<file path="src/hw/rtl/variable_length_message_fifo_core_assert.svh">
// ----------------------------------------------------------------------------
// variable length message fifo - assertion macros
// concurrent checks, empty bodies when built for synthesis
// ----------------------------------------------------------------------------
`ifndef VARIABLE_LENGTH_MESSAGE_FIFO_CORE_ASSERT_SVH
`define VARIABLE_LENGTH_MESSAGE_FIFO_CORE_ASSERT_SVH

`ifndef SYNTHESIS

// condition must hold at every edge out of reset
`define VLMF_ASSERT_ALWAYS(label, clk, rst, cond) \
  label: assert property (@(posedge clk) disable iff (rst) (cond)) \
    else $error("vlmf assertion failed");

// consequent in the same cycle as the antecedent
`define VLMF_ASSERT_IMPLY(label, clk, rst, ante, cons) \
  label: assert property (@(posedge clk) disable iff (rst) (ante) |-> (cons)) \
    else $error("vlmf assertion failed");

// consequent in the cycle after the antecedent
`define VLMF_ASSERT_NEXT(label, clk, rst, ante, cons) \
  label: assert property (@(posedge clk) disable iff (rst) (ante) |=> (cons)) \
    else $error("vlmf assertion failed");

`else

`define VLMF_ASSERT_ALWAYS(label, clk, rst, cond)
`define VLMF_ASSERT_IMPLY(label, clk, rst, ante, cons)
`define VLMF_ASSERT_NEXT(label, clk, rst, ante, cons)

`endif

`endif

</file>
<file path="src/hw/rtl/vlmf_pkg.sv">
// ----------------------------------------------------------------------------
// vlmf_pkg
// sizes, codes and controller/datapath interface types of the message fifo
// ----------------------------------------------------------------------------
package vlmf_pkg;

  localparam int QUEUE_DEPTH = 16;
  localparam int MAX_BYTES   = 64;

  localparam int IDX_W     = (QUEUE_DEPTH > 1) ? $clog2(QUEUE_DEPTH) : 1;
  localparam int CNT_W     = $clog2(QUEUE_DEPTH + 1);
  localparam int OFS_W     = (MAX_BYTES > 1) ? $clog2(MAX_BYTES) : 1;
  localparam int MEM_DEPTH = QUEUE_DEPTH * MAX_BYTES;
  localparam int ADDR_W    = (MEM_DEPTH > 1) ? $clog2(MEM_DEPTH) : 1;
  localparam int LEN_W     = 7;
  localparam int BYTE_W    = 8;

  localparam logic CMD_PUSH = 1'b0;
  localparam logic CMD_POP  = 1'b1;

  typedef logic [IDX_W-1:0]  idx_t;
  typedef logic [CNT_W-1:0]  cnt_t;
  typedef logic [OFS_W-1:0]  ofs_t;
  typedef logic [ADDR_W-1:0] addr_t;
  typedef logic [LEN_W-1:0]  len_t;
  typedef logic [BYTE_W-1:0] byte_t;

  typedef enum logic [2:0] {
    STS_OK       = 3'd0,
    STS_FULL     = 3'd1,
    STS_TOO_LONG = 3'd2,
    STS_EMPTY    = 3'd3,
    STS_TRUNC    = 3'd4
  } status_t;

  typedef enum logic {
    ST_IDLE,
    ST_POP
  } state_t;

  // commands from controller to datapath
  typedef struct packed {
    logic push;        // push beat accepted
    logic pop_start;   // pop accepted, bytes to stream
    logic pop_single;  // pop accepted, one result only (empty or zero copy)
    logic stream_load; // move the fetched byte into the output register
  } ctrl_cmd_t;

  // status from datapath to controller
  typedef struct packed {
    logic out_free;   // output register can take a result this cycle
    logic empty;      // no committed message
    logic copy_zero;  // pop on offer would copy no byte
    logic last_copy;  // byte being loaded is the final one of the pop
  } dp_status_t;

  function automatic addr_t slot_addr(idx_t slot, ofs_t ofs);
    slot_addr = ADDR_W'(slot) * ADDR_W'(MAX_BYTES) + ADDR_W'(ofs);
  endfunction

endpackage

</file>
<file path="src/hw/rtl/vlmf_ctrl.sv">
// ----------------------------------------------------------------------------
// vlmf_ctrl
// sequencer: takes beats when idle and walks a pop through its bytes
// ----------------------------------------------------------------------------
module vlmf_ctrl (
  input  logic                   clk,
  input  logic                   rst,
  input  logic                   s_tvalid,
  input  logic                   s_command,
  output logic                   s_tready,
  input  vlmf_pkg::dp_status_t   sts,
  output vlmf_pkg::ctrl_cmd_t    cmd
);

  vlmf_pkg::state_t state;
  vlmf_pkg::state_t state_next;

  always_ff @(posedge clk) begin
    if (rst) begin
      state <= vlmf_pkg::ST_IDLE;
    end else begin
      state <= state_next;
    end
  end

  always_comb begin
    state_next = state;
    cmd        = '0;
    s_tready   = 1'b0;
    case (state)
      vlmf_pkg::ST_IDLE: begin
        s_tready = sts.out_free;
        if (s_tvalid && sts.out_free) begin
          if (s_command == vlmf_pkg::CMD_PUSH) begin
            cmd.push = 1'b1;
          end else if (sts.empty || sts.copy_zero) begin
            cmd.pop_single = 1'b1;
          end else begin
            cmd.pop_start = 1'b1;
            state_next    = vlmf_pkg::ST_POP;
          end
        end
      end
      vlmf_pkg::ST_POP: begin
        if (sts.out_free) begin
          cmd.stream_load = 1'b1;
          if (sts.last_copy) begin
            state_next = vlmf_pkg::ST_IDLE;
          end
        end
      end
      default: begin
        state_next = vlmf_pkg::ST_IDLE;
      end
    endcase
  end

endmodule

</file>
<file path="config.mk">
export PLATFORM = sky130hd
export DESIGN_NAME = vlmf_ctrl
export DESIGN_NICKNAME = d
export VERILOG_FILES = /design/src/hw/rtl/variable_length_message_fifo_core_assert.svh /design/src/hw/rtl/vlmf_pkg.sv /design/src/hw/rtl/vlmf_ctrl.sv
export SDC_FILE = /design/constraint.sdc
export NUM_CORES = 1
export LEC_CHECK = 0
export BUFFER_PORTS_ARGS = -buffer_cell sky130_fd_sc_hd__buf_2
export CORE_AREA = 5 5 42 44
export CTS_BUF_LIST = sky130_fd_sc_hd__clkbuf_4 sky130_fd_sc_hd__clkbuf_8
export CTS_CLUSTER_DIAMETER = 100
export DETAILED_ROUTE_END_ITERATION = 10
export DIE_AREA = 0 0 47 49
export SETUP_SLACK_MARGIN = 0.5
export SLEW_MARGIN = 30
export SYNTH_ARGS = -nofsm -noshare
export SYNTH_HDL_FRONTEND = slang
export SYNTH_SLANG_ARGS = --single-unit
</file>
<file path="constraint.sdc">
create_clock -name clk -period 1.02 [get_ports clk]
set_input_delay 0.153 -clock clk [delete_from_list [all_inputs] [get_ports clk]]
set_output_delay 0.153 -clock clk [all_outputs]
set_load 0.01 [all_outputs]
</file>
==> results.json, run 1 <==
{
  "status": "finished clean",
  "routed-via-count": 156,
  "fin_crit_sh": 0.889,
  "slowest_stage": "and4bb_1",
  "worstPathArrival_ps": 750,
  "r2r_end": "state",
  "holdBufCountCts": 0,
  "p_leak_nw": 0.146,
  "slew_headroom": 0.912,
  "tns_ps": 0,
  "synth_top_family_by_area": "simple AND/OR/NAND/NOR gates",
  "fmax_mhz": 1100,
  "regMostFlops": "state",
  "synth_compound_gate_area_share": 0.202,
  "critPathBufInv": 2,
  "grt_pass1_vias": 172,
  "synthAdderAreaFrac": 0,
  "critPathMostFrequentCell": "buf_6",
  "synthMuxAreaShare": 0,
  "clkLatencyLatePin_ps": 0,
  "fp.dieArea_um2": 2300,
  "coreArea_um2": 1400,
  "port_buffers": 12,
  "crit_family": "simple AND/OR/NAND/NOR gates",
  "fin_nets": 38,
  "ir_drop_mv": 0.200,
  "ys_seq_elements": 1,
  "cp.required_ps": 870,
  "syn_area_um2": 105,
  "antennaDiodeCount": 0,
  "startpoint": "sts[2]",
  "rr_startpoint": "state",
  "holdCritStartpoint": "sts[0]",
  "yosysSeqAreaShare": 0.190,
  "drc": 0,
  "powerDensity_nw_per_um2": 418,
  "postSynthAreaPerCell_um2": 9.55,
  "synth.area.top_cells": "dfxtp_1 (19%), nor2b_4 (13%), and4bb_1 (12%)",
  "track_usage": 0.0365,
  "finalNonFillerCells": 44,
  "grt_max_degree": 5,
  "fin_skew_ps": 0,
  "synthCells": 11,
  "grt_overflow_total": 0,
  "report.final.slew_viol_count": 0,
  "hp-class": "primary input to flip-flop",
  "io_pins": 13,
  "start_util": 0.0750,
  "post-route-util": 0.194,
  "first_iter_violations": 0,
  "worst_pin_slew_ps": 132,
  "path_clk_slew_ps": 0,
  "rsz0062_at_grt": "true",
  "ant_nets": 0,
  "path_class": "primary input to output port",
  "crit_path_end": "cmd[2]",
  "final_hold_viol_count": 0,
  "globalplace.congestion": 0.551,
  "regToRegSetupSlack_ps": 190,
  "yosys.area_share.simple": 0.571,
  "largest_registers": "state: 1 flops",
  "via_per_inst": 3.55,
  "num_rows": 14,
  "fin_crit_ps": 907,
  "die_h_um": 49,
  "die_w_um": 47,
  "synth_top_cell_area_share": 0.190,
  "setup_viol": 0,
  "yosys.cell_types.count": 11,
  "largest_register_ff_count": 1,
  "worstPathMaxFanout": 2,
  "placed_cells": 39,
  "max_stage_delay_ps": 280,
  "ys_warn_count": 0,
  "synth_xor_area_frac": 0,
  "syn_nets": 19,
  "crit_path_end_kind": "output port",
  "critPathLaunchType": "primary input",
  "grt_first_pass_wirelength_um": 676,
  "post_dp_cell_area_um2": 186,
  "drt-pass1-iter-count": 1,
  "cp_cell_sequence": "buf_6 > and4bb_1 > and2_4 > buf_6",
  "antenna_found_initial": 0,
  "yosys.area.top_type": "dfxtp_1",
  "post_drt_wl_per_cell_um": 9.82,
  "layout-drive-gt1-share": 0.750,
  "reg2regPathDepth": 3,
  "path_depth": 4,
  "routed_wl_um": 432,
  "syn_to_final_growth_pct": 158,
  "cap_violations": 0,
  "fin_area_um2": 272
}
==> cells in the final DEF, fill, tap and decap left out, drive strengths merged <==
cell type	netlist	routed
a32o	1	1
and4bb	1	1
dfxtp	1	1
and2	2	2
inv	1	1
nor3b	1	1
nor2b	1	1
nand2	1	1
o2111a	1	1
buf	0	17
and3b	1	1
==> worst register-to-register path: stages (launching register included) <==
cell     delay [ps]
dfxtp_2         310
buf_4           140
nor3b_2         170
a32o_1          140
==> power breakdown <==
group / switching [mW] / leakage [nW] / internal (mW)
combinational: 0.0233 / 0.138 / 0.0485
sequential: 0.000822 / 0.00858 / 0.0408
clock: 0 / 0 / 0
==> worst min path at each step <==
| stage | to | slack, ps | cells past startpoint |
|---|---|---|---|
| global route | state | 530 | 3 |
| floorplan | state | 350 | 2 |
| CTS | state | 490 | 3 |
| global placement | state | 480 | 3 |
| finish | state | 490 | 3 |
| detailed placement | state | 490 | 3 |
==> cell families (layout without fill, tap and decap cells) <==
group,after synthesis,after routing
AOI/OAI and AO/OA,2,2
buffers and inverters,1,18
DFF,1,1
and+or+nand+nor,7,7
==> what timing repair did <==
action,4_1_cts,5_1_grt
pin swaps,5,2
endpoints found under the setup margin,6,6
gates resized for setup,6,3
setup buffers,3,2
==> synth_stat cells <==
cell type	instances
a32o_1	1
and2_1	1
and2_2	1
and3b_1	1
and4bb_1	1
dfxtp_1	1
inv_1	1
nand2_1	1
nor2b_4	1
nor3b_1	1
o2111a_1	1
==> per-layer routing <==
metal / track usage / wire length (um) / vias up
li1: - / - / 76
met1: 0.0371 / 117 / 72
met2: 0.0769 / 282 / 8
met3: 0.00369 / 32 / 0
met4: 0 / 0 / 0
met5: 0 / 0 / -
==> final cells by class <==
cell class	instances	area, um2
Fill cell	168	1130
Tap cell	16	20.0
Timing Repair Buffer	17	139
Sequential cell	1	21.3
Inverter	1	3.75
Multi-Input combinational cell	9	87.6
==> stage by stage <==
stage               power [mW]  hold WS [ps]  worst slack, ps
CTS                      0.101           494              118
global route             0.119           526             71.0
detailed placement      0.0837           494             73.9
floorplan               0.0598           353              161
global placement        0.0830           478             71.7
finish                   0.113           492              113
No activity file was read; power rests on OpenSTA's default activity.
==> inputs of run 2 (changes only) <==
--- a/config.mk
+++ b/config.mk
@@ -5,10 +5,12 @@
 export SDC_FILE = /design/constraint.sdc
 export NUM_CORES = 1
 export LEC_CHECK = 0
+export ABC_AREA = 1
 export BUFFER_PORTS_ARGS = -buffer_cell sky130_fd_sc_hd__buf_2
 export CORE_AREA = 5 5 42 44
 export CTS_BUF_LIST = sky130_fd_sc_hd__clkbuf_4 sky130_fd_sc_hd__clkbuf_8
 export CTS_CLUSTER_DIAMETER = 100
+export CTS_CLUSTER_SIZE = 14
 export DETAILED_ROUTE_END_ITERATION = 10
 export DIE_AREA = 0 0 47 49
 export SETUP_SLACK_MARGIN = 0.5
==> constraint.sdc (replaced) <==
create_clock -name clk -period 0.85 [get_ports clk]
set_input_delay 0.1275 -clock clk [delete_from_list [all_inputs] [get_ports clk]]
set_output_delay 0.1275 -clock clk [all_outputs]
set_load 0.01 [all_outputs]
==> results.json, run 2 <==
{
  "synth_most_common_cell": "inv_1",
  "routed_wl_um": 345,
  "intPower_mw": 0.0983,
  "worst_pin_slew_ps": 166,
  "mostFrequentLayoutCells": "buf_2 (6), buf_6 (5), nand2_1 (3)",
  "fp.dieArea_um2": 2300,
  "synth.area.top_cells": "dfxtp_1 (19%), inv_1 (14%), nor4_2 (12%)",
  "hpwl_um": 281,
  "yosys.cell_types.count": 11,
  "placed_cells": 46,
  "routed-via-count": 150,
  "regToRegSetupSlack_ps": 140,
  "final_hold_viol_count": 0,
  "dpl_worst_slack_ps": 10.0,
  "antenna_found_initial": 0,
  "seqPwrFrac": 0.349,
  "crit_path_end": "cmd[2]",
  "globalplace.congestion": 0.565,
  "synthFlopType": "dfxtp_1",
  "startpoint": "state",
  "p_sw_frac": 0.297,
  "synth_edf_count": 0,
  "reg2regPathDepth": 3,
  "port_buffers": 12,
  "drt-met1-wl_um": 101,
  "setup_slack_ps": 43.9,
  "syn_nets": 25,
  "ys_async_sr_fraction": 0,
  "die_w_um": 47,
  "p_switching_mw": 0.0415,
  "fin_nets": 40,
  "rsz0062_at_grt": "true",
  "setup_viol": 0,
  "yosysSeqAreaShare": 0.188,
  "antennaDiodeCount": 0,
  "multi_input_area_um2": 105,
  "grt_max_degree": 7,
  "first_iter_violations": 0,
  "synth_top_cell_area_share": 0.188,
  "drt-pass1-iter-count": 1,
  "coreArea_um2": 1400,
  "ys_seq_elements": 1,
  "track_usage": 0.0281,
  "top_layer": "met3",
  "grt_pass1_vias": 145,
  "drc": 0,
  "fillers": 167,
  "synthCells": 17,
  "critPathLaunchType": "flip-flop",
  "largest_registers": "state: 1 flops",
  "cap_violations": 0,
  "syn_to_final_growth_pct": 162,
  "crit_path_end_kind": "output port",
  "hold_path_depth": 2,
  "post_drt_wl_per_cell_um": 7.50,
  "num_rows": 14,
  "slew_headroom": 0.888,
  "ir_drop_mv": 0.0975,
  "fmax_mhz": 1240,
  "p_leak_nw": 0.134,
  "layout-drive-gt1-share": 0.767,
  "largest_register_ff_count": 1,
  "ys_warn_count": 0,
  "ant_nets": 0,
  "r2r_end": "state",
  "fin_crit_ps": 806,
  "io_pins": 13,
  "status": "finished clean",
  "syn_area_um2": 106,
  "powerDensity_nw_per_um2": 501,
  "rr_startpoint": "state",
  "combPwrFrac": 0.651,
  "final_common_cell": "buf_2",
  "wl_met3_um": 56,
  "worstPathArrival_ps": 680,
  "die_h_um": 49,
  "grt_overflow_total": 0,
  "total_power_mw": 0.140,
  "via_per_inst": 3.26,
  "finalNonFillerCells": 46,
  "regMostFlops": "state",
  "fin_skew_ps": 0,
  "grt_first_pass_wirelength_um": 531,
  "report.final.slew_viol_count": 0,
  "hp-class": "primary input to flip-flop",
  "route.met2.wl_um": 188,
  "ff_latch_area_um2": 23.8,
  "pwr-share-clk": 0,
  "start_util": 0.0759,
  "postSynthAreaPerCell_um2": 6.26,
  "cp.required_ps": 720,
  "path_class": "flip-flop to output port",
  "yosys.area.top_type": "dfxtp_1",
  "fin_crit_sh": 0.948,
  "synth_top_cells_by_count": "inv_1 (4), nand2_1 (3), nor2_1 (2)",
  "clkLatencyLatePin_ps": 0,
  "path_clk_slew_ps": 0,
  "worstPathMaxFanout": 6
}
-- run 2: how the worst min path moves through the flow --
stage,startpoint,to,slack [ps]
after global placement,rst,state,280
after detailed placement,rst,state,290
after global routing,rst,state,300
final,rst,state,280
after CTS,rst,state,280
after floorplan,rst,state,180
-- run 2: kinds of logic (layout without fill, tap and decap cells) --
family          after synthesis  after routing  synth area share
simple gates                 10             10             0.553
buf+inv                       5             18             0.176
compound gates                1              1            0.0824
flops                         1              1             0.188
-- run 2: routing by layer --
| layer | vias up | GRT usage |
|---|---|---|
| met5 | - | 0 |
| met4 | 0 | 0 |
| met3 | 0 | 0 |
| met2 | 8 | 0.0543 |
| met1 | 65 | 0.0349 |
| li1 | 77 | - |
-- run 2: cell type report --
| cell class | count | area share |
|---|---|---|
| Sequential cell | 1 | 0.0852 |
| Tap cell | 16 | 0.0717 |
| Inverter | 5 | 0.0762 |
| Multi-Input combinational cell | 11 | 0.377 |
| Timing Repair Buffer | 13 | 0.390 |
-- run 2: repair_timing --
action / 4_1_cts / 5_1_grt
pin swaps: 0 / 3
hold endpoints to repair: 0 / 0
hold buffers: 0 / 0
setup buffers: 0 / 0
endpoints found under the setup margin: 6 / 6
gates resized for setup: 9 / 5
-- run 2: worst max-delay path, stage by stage, from the launching register on --
cell	delay [ps]
dfxtp_4	360
nor2_4	80
nand3_2	80
inv_2	60
buf_6	90
-- run 2: power groups by stage --
stage | logic (mW) | clock network [mW] | registers [mW]
3_3_place_gp | 0.0616 | 0 | 0.0507
3_5_place_dp | 0.0619 | 0 | 0.0509
6_report | 0.0910 | 0 | 0.0488
2_1_floorplan | 0.0295 | 0 | 0.0506
4_1_cts | 0.0820 | 0 | 0.0485
5_1_grt | 0.0992 | 0 | 0.0490
-- run 2: stage by stage --
step,hold WS (ps),TNS (ps),utilization,area (um2)
after floorplan,183,0,-,124
after global placement,283,-0.151,0.151,211
after detailed placement,285,0,0.151,211
after CTS,283,0,0.181,254
after global routing,300,0,0.199,279
final,280,0,0.199,279
==> inputs of run 3 (changes only) <==
--- a/config.mk
+++ b/config.mk
@@ -5,7 +5,6 @@
 export SDC_FILE = /design/constraint.sdc
 export NUM_CORES = 1
 export LEC_CHECK = 0
-export ABC_AREA = 1
 export BUFFER_PORTS_ARGS = -buffer_cell sky130_fd_sc_hd__buf_2
 export CORE_AREA = 5 5 42 44
 export CTS_BUF_LIST = sky130_fd_sc_hd__clkbuf_4 sky130_fd_sc_hd__clkbuf_8
==> results.json, run 3 (synthesized netlist as in run 1, its figures left out) <==
{
  "routed-via-count": 156,
  "via_per_inst": 3.55,
  "mostFrequentLayoutCells": "buf_2 (8), buf_6 (5), buf_4 (4)",
  "post_drt_wl_per_cell_um": 8.61,
  "final_hold_viol_count": 0,
  "crit_path_end_kind": "output port",
  "largest_register_ff_count": 1,
  "status": "finished with violations",
  "antenna_found_initial": 0,
  "tns_ps": -68.5,
  "path_clk_slew_ps": 0,
  "slew_headroom": 0.913,
  "fin_nets": 38,
  "powerDensity_nw_per_um2": 499,
  "worst_pin_slew_ps": 129,
  "clkLatencyLatePin_ps": 0,
  "fp.dieArea_um2": 2300,
  "grt_overflow_total": 0,
  "worstPathMaxFanout": 4,
  "hold_end": "state",
  "setup_viol": 3,
  "fin_skew_ps": 0,
  "regMostFlops": "state",
  "cp.required_ps": 720,
  "die_h_um": 49,
  "drc": 0,
  "regToRegSetupSlack_ps": 40,
  "worstPathArrival_ps": 750,
  "ant_nets": 0,
  "setup_slack_ps": -28.6,
  "first_iter_violations": 0,
  "track_usage": 0.0330,
  "dpl_worst_slack_ps": -43.5,
  "largest_registers": "state: 1 flops",
  "reg2regPathDepth": 3,
  "die_w_um": 47,
  "routed_wl_um": 379,
  "critPathLaunchType": "flip-flop",
  "cap_violations": 0,
  "report.final.slew_viol_count": 0,
  "fmax_mhz": 1140,
  "drt-pass1-iter-count": 1,
  "antennaDiodeCount": 0,
  "rr_startpoint": "state",
  "rsz0062_at_grt": "true",
  "start_util": 0.0750,
  "grt_first_pass_wirelength_um": 634,
  "hp-class": "primary input to flip-flop",
  "syn_to_final_growth_pct": 146,
  "coreArea_um2": 1400,
  "fin_crit_ps": 879,
  "holdCritStartpoint": "rst",
  "io_pins": 13,
  "hold_path_depth": 3,
  "final_common_cell": "buf_2",
  "r2r_end": "state",
  "grt_max_degree": 5,
  "holdBufCountCts": 0,
  "failed_checks": "negative setup slack",
  "num_rows": 14,
  "ir_drop_mv": 0.261,
  "path_class": "flip-flop to output port",
  "p_leak_nw": 0.141,
  "port_buffers": 12,
  "grt_pass1_vias": 174,
  "layout-drive-gt1-share": 0.750,
  "globalplace.congestion": 0.564,
  "fin_crit_sh": 1.03
}
[run 3: area by class of cell]
type	instances	area, um2
fillers	165	1140
inverters	1	3.75
multi-input cells	9	87.6
flip-flops and latches	1	21.3
well taps	16	20.0
repair buffers	17	126
[run 3: worst max-delay path: stages, from the launching register on]
cell and delay, ps:
dfxtp_2 320, nor2b_4 130, o2111a_1 180, buf_2 120
[run 3: per-stage QoR]
step | area (um2) | power (mW) | std cells | hold WS [ps] | utilization
after floorplan | 106 | 0.0717 | 11 | 327 | -
after global placement | 216 | 0.112 | 43 | 453 | 0.154
after detailed placement | 216 | 0.112 | 43 | 469 | 0.154
after CTS | 249 | 0.126 | 44 | 469 | 0.178
after global routing | 259 | 0.136 | 44 | 499 | 0.185
final | 259 | 0.129 | 44 | 465 | 0.185
[run 3: metal layers]
layer / up-vias / GRT usage / share of wire
met5: - / 0 / 0
met2: 8 / 0.0633 / 0.63
met4: 0 / 0 / 0
met3: 0 / 0.00369 / 0.066
met1: 71 / 0.0393 / 0.30
li1: 77 / - / -
[run 3: worst max path at each step]
stage / start / endpoint / cells after the start
2_1_floorplan: state / cmd[1] / 2
3_3_place_gp: sts[2] / cmd[2] / 4
3_5_place_dp: sts[2] / cmd[2] / 4
4_1_cts: state / cmd[1] / 3
5_1_grt: state / cmd[1] / 3
6_report: state / cmd[1] / 3
[run 3: what timing repair did]
item | 4_1_cts | 5_1_grt
buffers inserted | 1 | 0
pin swaps | 5 | 2
setup endpoints to repair | 6 | 6
gates resized for setup | 5 | 2
[run 3: report_power, final]
part	internal, mW	switching, mW
Combinational	0.0524	0.0268
Clock	0	0
Sequential	0.0489	0.00112
Total	0.101	0.0280
